===== src/hdl/aolm_pkg.sv =====
// Shared types, constants and helpers for the alarm output line monitor.
// No dependencies; used by aolm_sampler and alarm_output_line_monitor_core.
package aolm_pkg;

  localparam int TIMER_BITS = 16;
  localparam int CFG_BITS = 16;
  localparam int CFG_INDEX_BITS = 8;
  localparam int NUM_LINES = 8;
  localparam int NUM_STATE_LINES = 5;
  localparam int NUM_FLAGS = 3;

  typedef logic [TIMER_BITS-1:0] timer_t;
  typedef logic [CFG_BITS-1:0] cfg_data_t;
  typedef logic [CFG_INDEX_BITS-1:0] cfg_index_t;
  typedef logic [NUM_LINES-1:0] line_vec_t;
  typedef logic [NUM_FLAGS-1:0] flag_vec_t;

  localparam logic [31:0] TIMER_MAX = (32'd1 << TIMER_BITS) - 32'd1;

  localparam cfg_index_t CFG_CHECK_PERIOD = 8'd0;
  localparam cfg_index_t CFG_SETTLE = 8'd1;

  localparam cfg_data_t CHECK_PERIOD_RESET = 16'd100;
  localparam cfg_data_t SETTLE_RESET = 16'd500;

  localparam line_vec_t LINES_IDLE = '1;

  typedef enum logic [2:0] {
    ST_DISARMED  = 3'd0,
    ST_ARMED_AWAY = 3'd1,
    ST_ARMED_HOME = 3'd2,
    ST_ENTRY     = 3'd3,
    ST_EXIT      = 3'd4,
    ST_TRIGGERED = 3'd5
  } panel_state_t;

  typedef struct packed {
    logic         change;
    panel_state_t state;
    flag_vec_t    flags;
  } aolm_status_t;

  // Clamps a register value to what the timers can hold.
  function automatic timer_t timer_limit(input cfg_data_t v);
    logic [31:0] w;
    w = {{(32 - CFG_BITS){1'b0}}, v};
    if (w > TIMER_MAX) begin
      w = TIMER_MAX;
    end
    return timer_t'(w);
  endfunction

endpackage


===== src/hdl/aolm_sampler.sv =====
// Line sampler: sample period counter, last sampled levels, pending state and flags.
// Depends on aolm_pkg.
module aolm_sampler import aolm_pkg::*; (
  input  logic         clk,
  input  logic         rst,
  input  timer_t       check_period,
  input  logic         item_acc,
  input  line_vec_t    levels,
  output aolm_status_t status
);

  line_vec_t    sampled_levels;
  panel_state_t pending_state;
  flag_vec_t    status_flags;
  timer_t       sample_cnt;

  line_vec_t    diff;
  panel_state_t state_next;
  flag_vec_t    flags_next;
  logic         change;
  logic         sample_now;

  assign sample_now = (sample_cnt == '0);
  assign diff = levels ^ sampled_levels;

  always_comb begin
    state_next = pending_state;
    flags_next = status_flags;
    change = 1'b0;
    if (sample_now) begin
      for (int i = 0; i < NUM_STATE_LINES; i++) begin
        if (diff[i] && !levels[i]) begin
          change = 1'b1;
          state_next = panel_state_t'(3'(i + 1));
        end
      end
      for (int j = 0; j < NUM_FLAGS; j++) begin
        if (diff[NUM_STATE_LINES + j]) begin
          change = 1'b1;
          flags_next[j] = !levels[NUM_STATE_LINES + j];
        end
      end
      if (state_next != ST_DISARMED && (&levels[NUM_STATE_LINES-1:0])) begin
        change = 1'b1;
        state_next = ST_DISARMED;
      end
    end
  end

  assign status.change = change;
  assign status.state = state_next;
  assign status.flags = flags_next;

  always_ff @(posedge clk) begin
    if (rst) begin
      sampled_levels <= LINES_IDLE;
      pending_state <= ST_DISARMED;
      status_flags <= '0;
      sample_cnt <= '0;
    end else if (item_acc) begin
      if (sample_now) begin
        sample_cnt <= check_period;
        sampled_levels <= levels;
        pending_state <= state_next;
        status_flags <= flags_next;
      end else begin
        sample_cnt <= sample_cnt - timer_t'(1);
      end
    end
  end

endmodule


===== src/hdl/alarm_output_line_monitor_core.sv =====
// Top level of the alarm output line monitor: config registers, settle timer, result register.
// Depends on aolm_pkg and aolm_sampler.
//
//  Channel  Dir  Handshake                 Content
//  s_*      in   s_tvalid / s_tready       one tick with eight active-low lines
//  m_*      out  m_tvalid / m_tready       state report, at most one per tick
//  cfg_*    in   cfg_valid / cfg_ready     register index and write data
//
// Each tick request is handled when accepted, so one request enters per clock while s_tready is high.
// A report appears in the cycle after the tick that ends the settle delay.
// Reset loads the default period and settle values and clears all timers.
// s_tready drops only while a report is held and m_tready is low.
// Configuration writes are always accepted.
module alarm_output_line_monitor_core import aolm_pkg::*; (
  input  logic       clk,
  input  logic       rst,
  input  logic       s_tvalid,
  output logic       s_tready,
  input  logic [7:0] s_tdata,   // full_armed_line, part_armed_line, entry_line, exit_line,
                                // triggered_line, ready_line, fault_line, arm_failed_line
  output logic       m_tvalid,
  input  logic       m_tready,
  output logic [7:0] m_tdata,   // panel_state[2:0], ready_flag, fault_flag,
                                // arm_failed_flag, two zero bits
  input  logic       cfg_valid,
  output logic       cfg_ready,
  input  cfg_index_t cfg_index,
  input  cfg_data_t  cfg_data
);

  timer_t       check_period;
  timer_t       settle_ticks;
  timer_t       settle_cnt;
  logic         settle_pend;
  logic         item_acc;
  logic         emit;
  aolm_status_t stat;
  panel_state_t out_state;
  flag_vec_t    out_flags;

  assign cfg_ready = 1'b1;
  assign s_tready = !m_tvalid || m_tready;
  assign item_acc = s_tvalid && s_tready;
  assign emit = item_acc && !stat.change && settle_pend && (settle_cnt == '0);

  aolm_sampler u_sampler (
    .clk          (clk),
    .rst          (rst),
    .check_period (check_period),
    .item_acc     (item_acc),
    .levels       (s_tdata),
    .status       (stat)
  );

  always_ff @(posedge clk) begin
    if (rst) begin
      check_period <= timer_limit(CHECK_PERIOD_RESET);
      settle_ticks <= timer_limit(SETTLE_RESET);
    end else if (cfg_valid && cfg_ready) begin
      if (cfg_index == CFG_CHECK_PERIOD) begin
        check_period <= timer_limit(cfg_data);
      end else if (cfg_index == CFG_SETTLE) begin
        settle_ticks <= timer_limit(cfg_data);
      end
    end
  end

  always_ff @(posedge clk) begin
    if (rst) begin
      settle_cnt <= '0;
      settle_pend <= 1'b0;
    end else if (item_acc) begin
      if (stat.change) begin
        settle_cnt <= settle_ticks;
        settle_pend <= 1'b1;
      end else if (settle_pend) begin
        if (settle_cnt != '0) begin
          settle_cnt <= settle_cnt - timer_t'(1);
        end else begin
          settle_pend <= 1'b0;
        end
      end
    end
  end

  always_ff @(posedge clk) begin
    if (rst) begin
      m_tvalid <= 1'b0;
    end else if (emit) begin
      m_tvalid <= 1'b1;
    end else if (m_tready) begin
      m_tvalid <= 1'b0;
    end
  end

  always_ff @(posedge clk) begin
    if (emit) begin
      out_state <= stat.state;
      out_flags <= stat.flags;
    end
  end

  assign m_tdata = {2'b00, out_flags, out_state};

`ifndef SYNTH
  a_change_arms_settle: assert property (@(posedge clk) disable iff (rst)
    (item_acc && stat.change) |=> settle_pend)
    else $error("change did not start the settle delay");

  a_report_ends_settle: assert property (@(posedge clk) disable iff (rst)
    emit |=> (m_tvalid && !settle_pend))
    else $error("report did not end the settle delay");

  a_report_state_legal: assert property (@(posedge clk) disable iff (rst)
    m_tvalid |-> (m_tdata[2:0] <= 3'd5))
    else $error("reported state out of range");

  a_no_report_on_change: assert property (@(posedge clk) disable iff (rst)
    (item_acc && stat.change) |-> !emit)
    else $error("report on a tick with a change");
`endif

endmodule


===== config.mk =====
export PLATFORM = sky130hd
export DESIGN_NAME = alarm_output_line_monitor_core
export DESIGN_NICKNAME = d
export VERILOG_FILES = /design/src/hdl/aolm_pkg.sv /design/src/hdl/aolm_sampler.sv /design/src/hdl/alarm_output_line_monitor_core.sv
export SDC_FILE = /design/constraint.sdc
export NUM_CORES = 1
export LEC_CHECK = 0
export BUFFER_PORTS_ARGS = -buffer_cell sky130_fd_sc_hd__buf_2
export CORE_ASPECT_RATIO = 0.7
export CORE_MARGIN = 3
export CORE_UTILIZATION = 55
export DETAILED_ROUTE_END_ITERATION = 8
export GPL_TIMING_DRIVEN = 0
export PLACE_DENSITY = 0.76
export SYNTH_ARGS = -nofsm -noshare
export SYNTH_HDL_FRONTEND = slang
export SYNTH_SLANG_ARGS = --single-unit

===== constraint.sdc =====
create_clock -name clk -period 3 [get_ports clk]
set_input_delay 0.6 -clock clk [delete_from_list [all_inputs] [get_ports clk]]
set_output_delay 0.6 -clock clk [all_outputs]
set_load 0.02 [all_outputs]

==> impl_metrics.yaml, run 1 <==
run_status:
  status: "completed"
clocking:
  hold_buffers: 0
  htree_levels: 3
  post_cts_buffers: 0
  cts_made_buffers: 9
  clk_latency_ns: 0.37
  cts.path.max_buffers: 2
  cts_resized: 0
  path_clk_slew_ns: 0.09
  cts-root-buf: "clkbuf_8"
  cts_tree: "built"
  clock-sinks: 86
floorplanning:
  start_util_pct: 57.7
  rows: 26
  pin_count: 48
  core_area_sq_um: 7420
  die_x_microns: 111
  die_y_microns: 79.8
  die_area_sq_um: 8900
global_route:
  grt_start_max_net_pins: 16
  grt_pass1_vias: 3633
  overflow: 0
  antenna_found_initial: 0
  grt_pass1_wl_microns: 18600
  grt_util_all_layers_pct: 26.6
timing:
  maxSlewViolCount: 0
  worst_pin_slew_ns: 0.978
  rsz0062_at_grt: "false"
  skew_ns: 0.0140
  slew_headroom_pct: 34.1
  period_minus_slack_ns: 2.84
  fin_tns_setup_ns: 0
  timing.final.crit_share_pct: 94.7
  hold_violations: 0
  fmax_ghz: 0.352
  setup_viol: 0
min_path:
  hp-class: "flip-flop to flip-flop"
  whs_endpoint: "u_sampler.sample_cnt[14]"
  hold_depth: 2
  min_from: "check_period[14]"
synth:
  ys_ff_latch: 86
  yosys_warnings: 0
  synth-seq-area-share_pct: 41.6
  netlist_top_cells_area: "dfxtp_1 (37%), nor2_1 (6.4%), mux2i_1 (5.4%), nand2_1 (5.1%), a21oi_1 (4.7%)"
  yosys.area.top_type: "dfxtp_1"
  synth_top_family_by_area: "simple AND/OR/NAND/NOR gates"
  synthAdderAreaFrac_pct: 0.877
  synth_mux_area_share_pct: 5.90
  postSynthCellCount: 512
  async_reset_ff_share_pct: 0
  synth-xor-area-share_pct: 0.614
  yosysTopAreaCellShare_pct: 37.4
  post_synth_num_cell_types: 65
  avgSynthCellArea_sq_um: 8.36
  synth-edff-count: 6
  syn_area_sq_um: 4280
  synth_compound_area_share_pct: 20.2
  ys_dominant_reg_cell: "dfxtp_1"
  yosys.area_share.simple_pct: 26.1
cells_and_area:
  final_cell_mix: "dfxtp_1 (80), nor2_1 (73), nand2_1 (58), buf_2 (47), a21oi_1 (40)"
  layout-drive-gt1-share_pct: 14.8
  post-route-util_pct: 65.4
  antenna_cells: 0
  syn2layout_area_growth_pct: 13.3
  nNetsFinal: 608
  fin_cells: 671
  final_area_sq_um: 4850
  final_common_cell: "dfxtp_1"
detailed_routing:
  detail_route.wl_per_cell_microns: 17.4
  viasPerCell: 6.08
  first_pass_iters: 5
  ant_nets: 0
  drt-initial-drc-count: 413
  wl_microns: 11700
  drcViolationCount: 0
  routed-via-count: 4080
setup_path:
  r2r_end: "out_flags[2]"
  worstSetupStartpointType: "primary input"
  critPathCaptureType: "flip-flop"
  crit_fanout: 8
  required_ns: 3.07
  r2r_start: "u_sampler.pending_state[0]"
  rrSetupSlack_ns: 0.17
  cp.arrival_ns: 2.91
  rr_worst_depth: 5
  path_class: "primary input to flip-flop"
placement:
  gp_congestion: 0.886
  dp.cells: 655
  dp_hpwl_microns: 8560
  place_area_sq_um: 4630
  numPortBuffers: 44
job:
  max_cap_violations: 0
power_and_ir_drop:
  p_leak_nw: 1.97
  peakVddDrop_uv: 789
  p_per_area_nw_per_um2: 1140
## layout make-up
| cell class | instances | area [sq um] |
|---|---|---|
| Buffer | 28 | 131 |
| Timing Repair Buffer | 44 | 220 |
| Tap cell | 98 | 123 |
| Multi-Input combinational cell | 382 | 2310 |
| Clock inverter | 5 | 61.3 |
| Inverter | 17 | 63.8 |
| Sequential cell | 86 | 1780 |
| Clock buffer | 11 | 163 |
| Fill cell | 630 | 2560 |
## cell families after synthesis
| logic type | Yosys count |
|---|---|
| fa+ha+maj | 3 |
| xor+xnor | 3 |
| flops | 86 |
| buf+inv | 45 |
| compound gates | 128 |
| simple gates | 220 |
| mux | 25 |
| other cells | 2 |
## how the worst max path moves through the flow
stage / endpoint / startpoint / slack, ns / cells past startpoint
2_1_floorplan: out_flags[0] / s_tdata[4] / 0.45 / 6
3_3_place_gp: out_flags[0] / s_tdata[1] / -0.12 / 7
3_5_place_dp: out_state[2] / s_tdata[1] / -0.17 / 7
4_1_cts: out_flags[2] / u_sampler.pending_state[0] / 0.21 / 5
5_1_grt: out_flags[2] / u_sampler.pending_state[0] / 0.06 / 5
6_report: out_flags[2] / s_tdata[1] / 0.16 / 7
## state kept, by name, summed over array words and instances (netlist names)
register / flops
check_period: 16
settle_cnt: 16
settle_ticks: 16
u_sampler.sample_cnt: 16
u_sampler.sampled_levels: 8
out_flags: 3
out_state: 3
u_sampler.pending_state: 3
u_sampler.status_flags: 3
m_tvalid: 1
settle_pend: 1
## Yosys cell counts, types with 3 or more instances
master,instances
and2_1,5
a31oi_1,7
buf_2,3
or4_1,7
o31ai_1,3
nor2_1,73
clkbuf_1,18
a21oi_1,40
a211oi_1,4
edfxtp_1,6
o211ai_1,4
nand3_1,7
or3_1,5
nand2b_1,6
ha_1,3
o22ai_1,3
o21ai_0,25
a21o_1,5
nand3b_1,8
nor2b_1,4
nand2_1,58
nor4b_1,4
buf_4,4
mux2i_1,23
a211o_1,13
xnor2_1,3
nor3_1,13
nor4_1,13
dfxtp_1,80
inv_1,17
and3_1,3
## where the power goes
part	switching, mW	internal [mW]	leakage (nW)	total [mW]
registers	0.257	1.44	0.705	1.70
logic	1.81	1.12	1.15	2.93
clock network	0.438	0.464	0.115	0.902
## critical path, stage by stage
cell and delay, ns:
buf_2 0.10, nand2b_1 0.22, nand3_1 0.20, o41ai_2 0.89, nand2_1 0.25, or3_1 0.46, inv_1 0.20
## through the flow
| stage | total power [mW] | worst slack [ns] | hold slack [ns] |
|---|---|---|---|
| CTS | 5.46 | 0.208 | 0.452 |
| global route | 5.93 | 0.0646 | 0.442 |
| finish | 5.53 | 0.158 | 0.456 |
| detailed placement | 4.56 | -0.172 | 0.456 |
| floorplan | 3.89 | 0.452 | 0.427 |
| global placement | 4.47 | -0.123 | 0.443 |
## layer usage
metal	GRT usage [%]	up-vias	share of wire (%)	wire length (microns)
li1	-	1950	-	-
met1	37.8	1927	47	5460
met2	40.0	192	44	5120
met3	7.05	11	8.5	1000
met4	6.68	0	0.99	116
met5	0	-	0	0
Note: power is estimated with default switching activity, not from simulation.
==> run 2: changes to the inputs <==
- PLACE_DENSITY: 0.76 -> 0.78
==> run 2 against run 1 <==
- maximum frequency is 1.7% higher
- clock skew is 0.0066 ns lower
- hold slack better by 0.0089 ns
- highest routed layer unchanged
- clock power is 0.9% lower
- combinational power hardly changed
- cell area is 0.18% lower
- final cell count stayed put
- global-route usage is 0.85 points higher
- sequential power hardly changed
- die area stayed put
- register-to-register slack better by 0.04 ns
- wire length is 0.16% higher
==> impl_metrics.yaml, run 2 (synthesis results as in run 1) <==
run_status:
  status: "completed"
clocking:
  htree_levels: 3
  hold_buffers: 0
  cts-root-buf: "clkbuf_8"
  clk_latency_ns: 0.36
  clock-sinks: 86
  cts_resized: 0
  path_clk_slew_ns: 0.08
  cts_tree: "built"
  cts_made_buffers: 9
  cts.path.max_buffers: 2
  post_cts_buffers: 0
timing:
  skew_ns: 0.00733
  maxSlewViolCount: 0
  fin_tns_setup_ns: 0
  rsz0062_at_grt: "false"
  worst_pin_slew_ns: 1.06
  period_minus_slack_ns: 2.79
  timing.final.crit_share_pct: 93.2
  hold_slack_ns: 0.465
  slew_headroom_pct: 27.7
  fmax_ghz: 0.358
  hold_violations: 0
  setup_viol: 0
detailed_routing:
  detail_route.wl_per_cell_microns: 17.5
  drcViolationCount: 0
  routed-via-count: 4083
  drt-initial-drc-count: 331
  wl_microns: 11700
  viasPerCell: 6.08
  first_pass_iters: 5
  ant_nets: 0
power_and_ir_drop:
  p_per_area_nw_per_um2: 1140
  p_leak_nw: 1.97
  peakVddDrop_uv: 619
cells_and_area:
  syn2layout_area_growth_pct: 13.1
  final_common_cell: "dfxtp_1"
  antenna_cells: 0
  final_area_sq_um: 4840
  final_cell_mix: "dfxtp_1 (80), nor2_1 (73), nand2_1 (58), buf_2 (47), a21oi_1 (40)"
  post-route-util_pct: 65.3
  nNetsFinal: 608
  layout-drive-gt1-share_pct: 14.5
  fin_cells: 671
placement:
  dp_hpwl_microns: 8660
  numPortBuffers: 44
  place_area_sq_um: 4630
  gp_congestion: 0.884
  dp.cells: 655
floorplanning:
  die_x_microns: 111
  pin_count: 48
  start_util_pct: 57.7
  core_area_sq_um: 7420
  die_area_sq_um: 8900
  die_y_microns: 79.8
  rows: 26
setup_path:
  path_class: "flip-flop to flip-flop"
  required_ns: 3.05
  worstSetupStartpointType: "flip-flop"
  r2r_end: "out_flags[1]"
  critPathCaptureType: "flip-flop"
  crit_fanout: 8
  rrSetupSlack_ns: 0.21
  r2r_start: "u_sampler.pending_state[0]"
  rr_worst_depth: 5
  cp.arrival_ns: 2.85
global_route:
  grt_start_max_net_pins: 14
  grt_pass1_wl_microns: 19300
  grt_util_all_layers_pct: 27.4
  antenna_found_initial: 0
  use_met3_pct: 7.12
  gr-usage-met1_pct: 36.7
  overflow: 0
  top_usage_layer: "met2"
  globalRouteMet2Util_pct: 43.6
  grt_pass1_vias: 3940
min_path:
  whs_endpoint: "check_period[5]"
  hold_depth: 2
  hp-class: "primary input to flip-flop"
  min_from: "cfg_data[5]"
job:
  max_cap_violations: 0
-- run 2: worst max-delay path by stage --
stage	from	to	slack, ns	cells after the start
after floorplan	s_tdata[4]	out_flags[0]	0.45	6
after global placement	s_tdata[4]	out_flags[0]	-0.05	7
after detailed placement	s_tdata[0]	out_state[1]	-0.12	7
after CTS	u_sampler.pending_state[0]	out_flags[0]	0.23	5
after global routing	s_tdata[0]	out_flags[1]	0.01	7
final	u_sampler.pending_state[0]	out_flags[1]	0.21	5
-- run 2: area by class of cell --
| class | instances | area, sq um |
|---|---|---|
| Inverter | 17 | 63.8 |
| Tap cell | 98 | 123 |
| Buffer | 28 | 131 |
| Clock inverter | 4 | 70.1 |
| Multi-Input combinational cell | 382 | 2310 |
| Fill cell | 623 | 2570 |
| Sequential cell | 86 | 1780 |
| Timing Repair Buffer | 44 | 220 |
| Clock buffer | 12 | 145 |
-- run 2: power breakdown --
group	switching [mW]	leakage (nW)	internal [mW]
Sequential	0.256	0.705	1.44
Clock	0.404	0.110	0.490
Combinational	1.82	1.15	1.11
-- run 2: layer usage --
metal | wire, microns | up-vias
met4 | 189 | 0
met5 | 0 | -
met3 | 1060 | 17
met1 | 5220 | 1918
li1 | - | 1953
met2 | 5250 | 195
-- run 2: critical path, stage by stage, from the launching register on --
cell,delay (ns)
dfxtp_1,0.34
o311a_1,0.44
o41ai_2,0.86
nand2_1,0.21
or3_1,0.44
inv_1,0.20
-- run 2: stage by stage --
| stage | setup WS, ns | total power [mW] |
|---|---|---|
| 6_report | 0.205 | 5.52 |
| 5_1_grt | 0.0146 | 5.93 |
| 4_1_cts | 0.231 | 5.46 |
| 3_5_place_dp | -0.124 | 4.56 |
| 3_3_place_gp | -0.0496 | 4.45 |
| 2_1_floorplan | 0.452 | 3.89 |
==> run 3: changes to the inputs <==
- GPL_TIMING_DRIVEN: 0 -> default
- PLACE_DENSITY: 0.78 -> 0.77
- SYNTH_HIERARCHICAL: default -> 1
==> run 3 against run 2 <==
- via count is 2.3% higher
- maximum frequency is 4.1% lower
- wire length is 0.99% higher
- core utilization is 3.0 points higher
- register-to-register slack worse by 0.12 ns
- sequential power is 5% higher
- critical path depth is 4 higher
- critical endpoint unchanged
- flip-flop and latch count stayed put
- hold slack better by 0.0075 ns
- combinational power is 57% higher
- clock skew is 0.0014 ns higher
==> impl_metrics.yaml, run 3 <==
setup_path:
  r2r_start: "u_sampler/sample_cnt[0]"
  crit_buf_inv: 2
  required_ns: 3.09
  path_class: "flip-flop to flip-flop"
  crit_chain: "inv_1 -> ha_1 -> or4b_1 -> or4_4 -> a41oi_4 -> buf_8 -> nor3_1 -> and4_1 -> and3_2"
  crit_fanout: 16
  cpMaxStageDelayCell: "or4_4"
  critPathCaptureType: "flip-flop"
  cp.arrival_ns: 3.00
  worstSetupStartpointType: "flip-flop"
  crit_path_start: "u_sampler/sample_cnt[0]"
  cp_slowest_stage_delay_ns: 0.56
  cp_top_family: "simple AND/OR/NAND/NOR gates"
synth:
  yosysTopAreaCellShare_pct: 36.0
  avgSynthCellArea_sq_um: 8.60
  postSynthCellCount: 518
  yosys_warnings: 6
  async_reset_ff_share_pct: 0
  ys_ff_latch: 86
  syn_area_sq_um: 4450
  yosys-top-cells-count: "dfxtp_1 (80), nor2_1 (49), nand2_1 (40), mux2i_1 (27), inv_1 (25)"
  synth-edff-count: 6
  post_synth_num_cell_types: 56
  netlist_top_cells_area: "dfxtp_1 (36%), mux2i_1 (6.1%), nor2_1 (4.1%), edfxtp_1 (4.0%), nand2_1 (3.4%)"
  synth-seq-area-share_pct: 40.0
  yosys.area.top_type: "dfxtp_1"
  ys_dominant_reg_cell: "dfxtp_1"
  yosys.cell_count.top_type: "dfxtp_1"
power_and_ir_drop:
  internal-power_mw: 4.18
  power.share.switching_pct: 45.4
  power_switching_mw: 3.47
  p_leak_nw: 2.03
  p_per_area_nw_per_um2: 1480
  comb_power_share_pct: 60.2
  p_seq_share_pct: 23.2
  peakVddDrop_uv: 964
  pwr-share-clk_pct: 16.5
timing:
  fmax_ghz: 0.343
  timing.final.crit_share_pct: 97.2
  fin_tns_setup_ns: 0
  hold_slack_ns: 0.472
  maxSlewViolCount: 0
  rsz0062_at_grt: "true"
  hold_violations: 0
  setup_viol: 0
  period_minus_slack_ns: 2.92
  skew_ns: 0.00875
  slew_headroom_pct: 36.5
  worst_pin_slew_ns: 0.940
  setup_ws_ns: 0.0847
global_route:
  top_usage_layer: "met1"
  grt_pass1_vias: 3766
  globalRouteMet2Util_pct: 37.4
  grt_util_all_layers_pct: 26.2
  use_met3_pct: 7.15
  antenna_found_initial: 0
  overflow: 0
  gr-usage-met1_pct: 38.0
  grt_start_max_net_pins: 50
  grt_pass1_wl_microns: 19000
floorplanning:
  start_util_pct: 58.7
  die_y_microns: 81.3
  core_area_sq_um: 7580
  die_area_sq_um: 9230
  die_x_microns: 114
  pin_count: 48
  rows: 26
min_path:
  min_from: "u_sampler/sampled_levels[4]"
  hp-class: "flip-flop to flip-flop"
detailed_routing:
  drt-initial-drc-count: 461
  ant_nets: 0
  viasPerCell: 6.30
  drcViolationCount: 0
  detail_route.wl_per_cell_microns: 17.9
  first_pass_iters: 5
  wl_microns: 11800
  routed-via-count: 4177
cells_and_area:
  fin_cells: 663
  antenna_cells: 0
  syn2layout_area_growth_pct: 16.3
  nNetsFinal: 599
  multi_input_area_sq_um: 2410
  post-route-util_pct: 68.3
  final_cell_mix: "dfxtp_1 (80), nor2_1 (49), buf_2 (44), nand2_1 (39), mux2i_1 (27)"
  layout-drive-gt1-share_pct: 18.4
  area.sequential_sq_um: 1780
  final_common_cell: "dfxtp_1"
  fillers: 602
run_status:
  status: "completed"
clocking:
  clock-sinks: 86
  cts_tree: "built"
  post_cts_buffers: 0
  clk_latency_ns: 0.34
  cts.path.max_buffers: 2
  cts_made_buffers: 9
  cts-root-buf: "clkbuf_16"
  htree_levels: 3
  path_clk_slew_ns: 0.07
job:
  max_cap_violations: 0
placement:
  pre_cts_ws_ns: 0.00572
  gp_congestion: 0.945
  dp.cells: 647
  numPortBuffers: 44
  dp_hpwl_microns: 8280
==> run 3: changes by cell type after synthesis, sizes merged, moves of 7 or more <==
cell,delta
o21ai,-11
a21oi,-16
buf,+7
nand3,+11
nand2b,+14
a41oi,+7
nor3,+10
nor2,-24
o32ai,+12
nand2,-18
inv,+8
==> run 3: power by group through the flow <==
stage / registers [mW] / logic, mW / clock network [mW]
2_1_floorplan: 1.73 / 3.57 / 0
3_3_place_gp: 1.77 / 4.13 / 0
3_5_place_dp: 1.78 / 4.25 / 0
4_1_cts: 1.76 / 4.34 / 1.28
5_1_grt: 1.81 / 5.00 / 1.33
6_report: 1.78 / 4.61 / 1.26
==> run 3: logic make-up (layout without fill, tap and decap cells) <==
family,Yosys count,after routing,synth area share [%]
compound gates,114,114,18.0
fa+ha+maj,2,2,0.562
other cells,2,3,0.169
simple gates,218,218,27.6
mux,27,27,6.07
flops,86,86,40.0
buf+inv,65,111,6.77
xor+xnor,4,4,0.787
==> run 3: timing repair <==
item,in CTS,in global routing
hold buffers,0,0
endpoints found under the hold margin,0,0
cloned,0,0
gates resized for setup,3,8
endpoints found under the setup margin,13,21
==> run 3: final timing paths <==
| path | to | slack, ns | depth (start not counted) |
|---|---|---|---|
| max | out_flags[1] | 0.08 | 9 |
| min | u_sampler/sampled_levels[4] | 0.47 | 2 |
| max reg2reg | out_flags[1] | 0.08 | 9 |
| min reg2reg | u_sampler/sampled_levels[4] | 0.47 | 2 |
==> run 3: layout make-up <==
| type | instances | area share [%] |
|---|---|---|
| flip-flops and latches | 86 | 34.4 |
| clock inverters | 6 | 2.13 |
| repair buffers | 70 | 8.31 |
| inverters | 25 | 1.81 |
| well taps | 98 | 2.37 |
| multi-input cells | 368 | 46.6 |
| clock buffers | 10 | 4.42 |
==> run 3: worst reg2reg max path: cells and delay by family, from the launching register on <==
family | cells | cell delay (ns)
simple gates | 5 | 1.58
flops | 1 | 0.33
buf+inv | 2 | 0.29
compound gates | 1 | 0.28
fa+ha+maj | 1 | 0.18
==> run 3: per-layer routing <==
| layer | up-vias | wire (microns) |
|---|---|---|
| li1 | 1993 | - |
| met1 | 1960 | 5550 |
| met2 | 210 | 4920 |
| met3 | 14 | 1240 |
| met4 | 0 | 120 |
| met5 | - | 0 |
==> run 3: through the flow <==
stage,instance area (sq um),power [mW]
finish,5180,7.65
global placement,4810,5.90
global route,5180,8.13
detailed placement,4810,6.03
floorplan,4460,5.30
CTS,5150,7.38
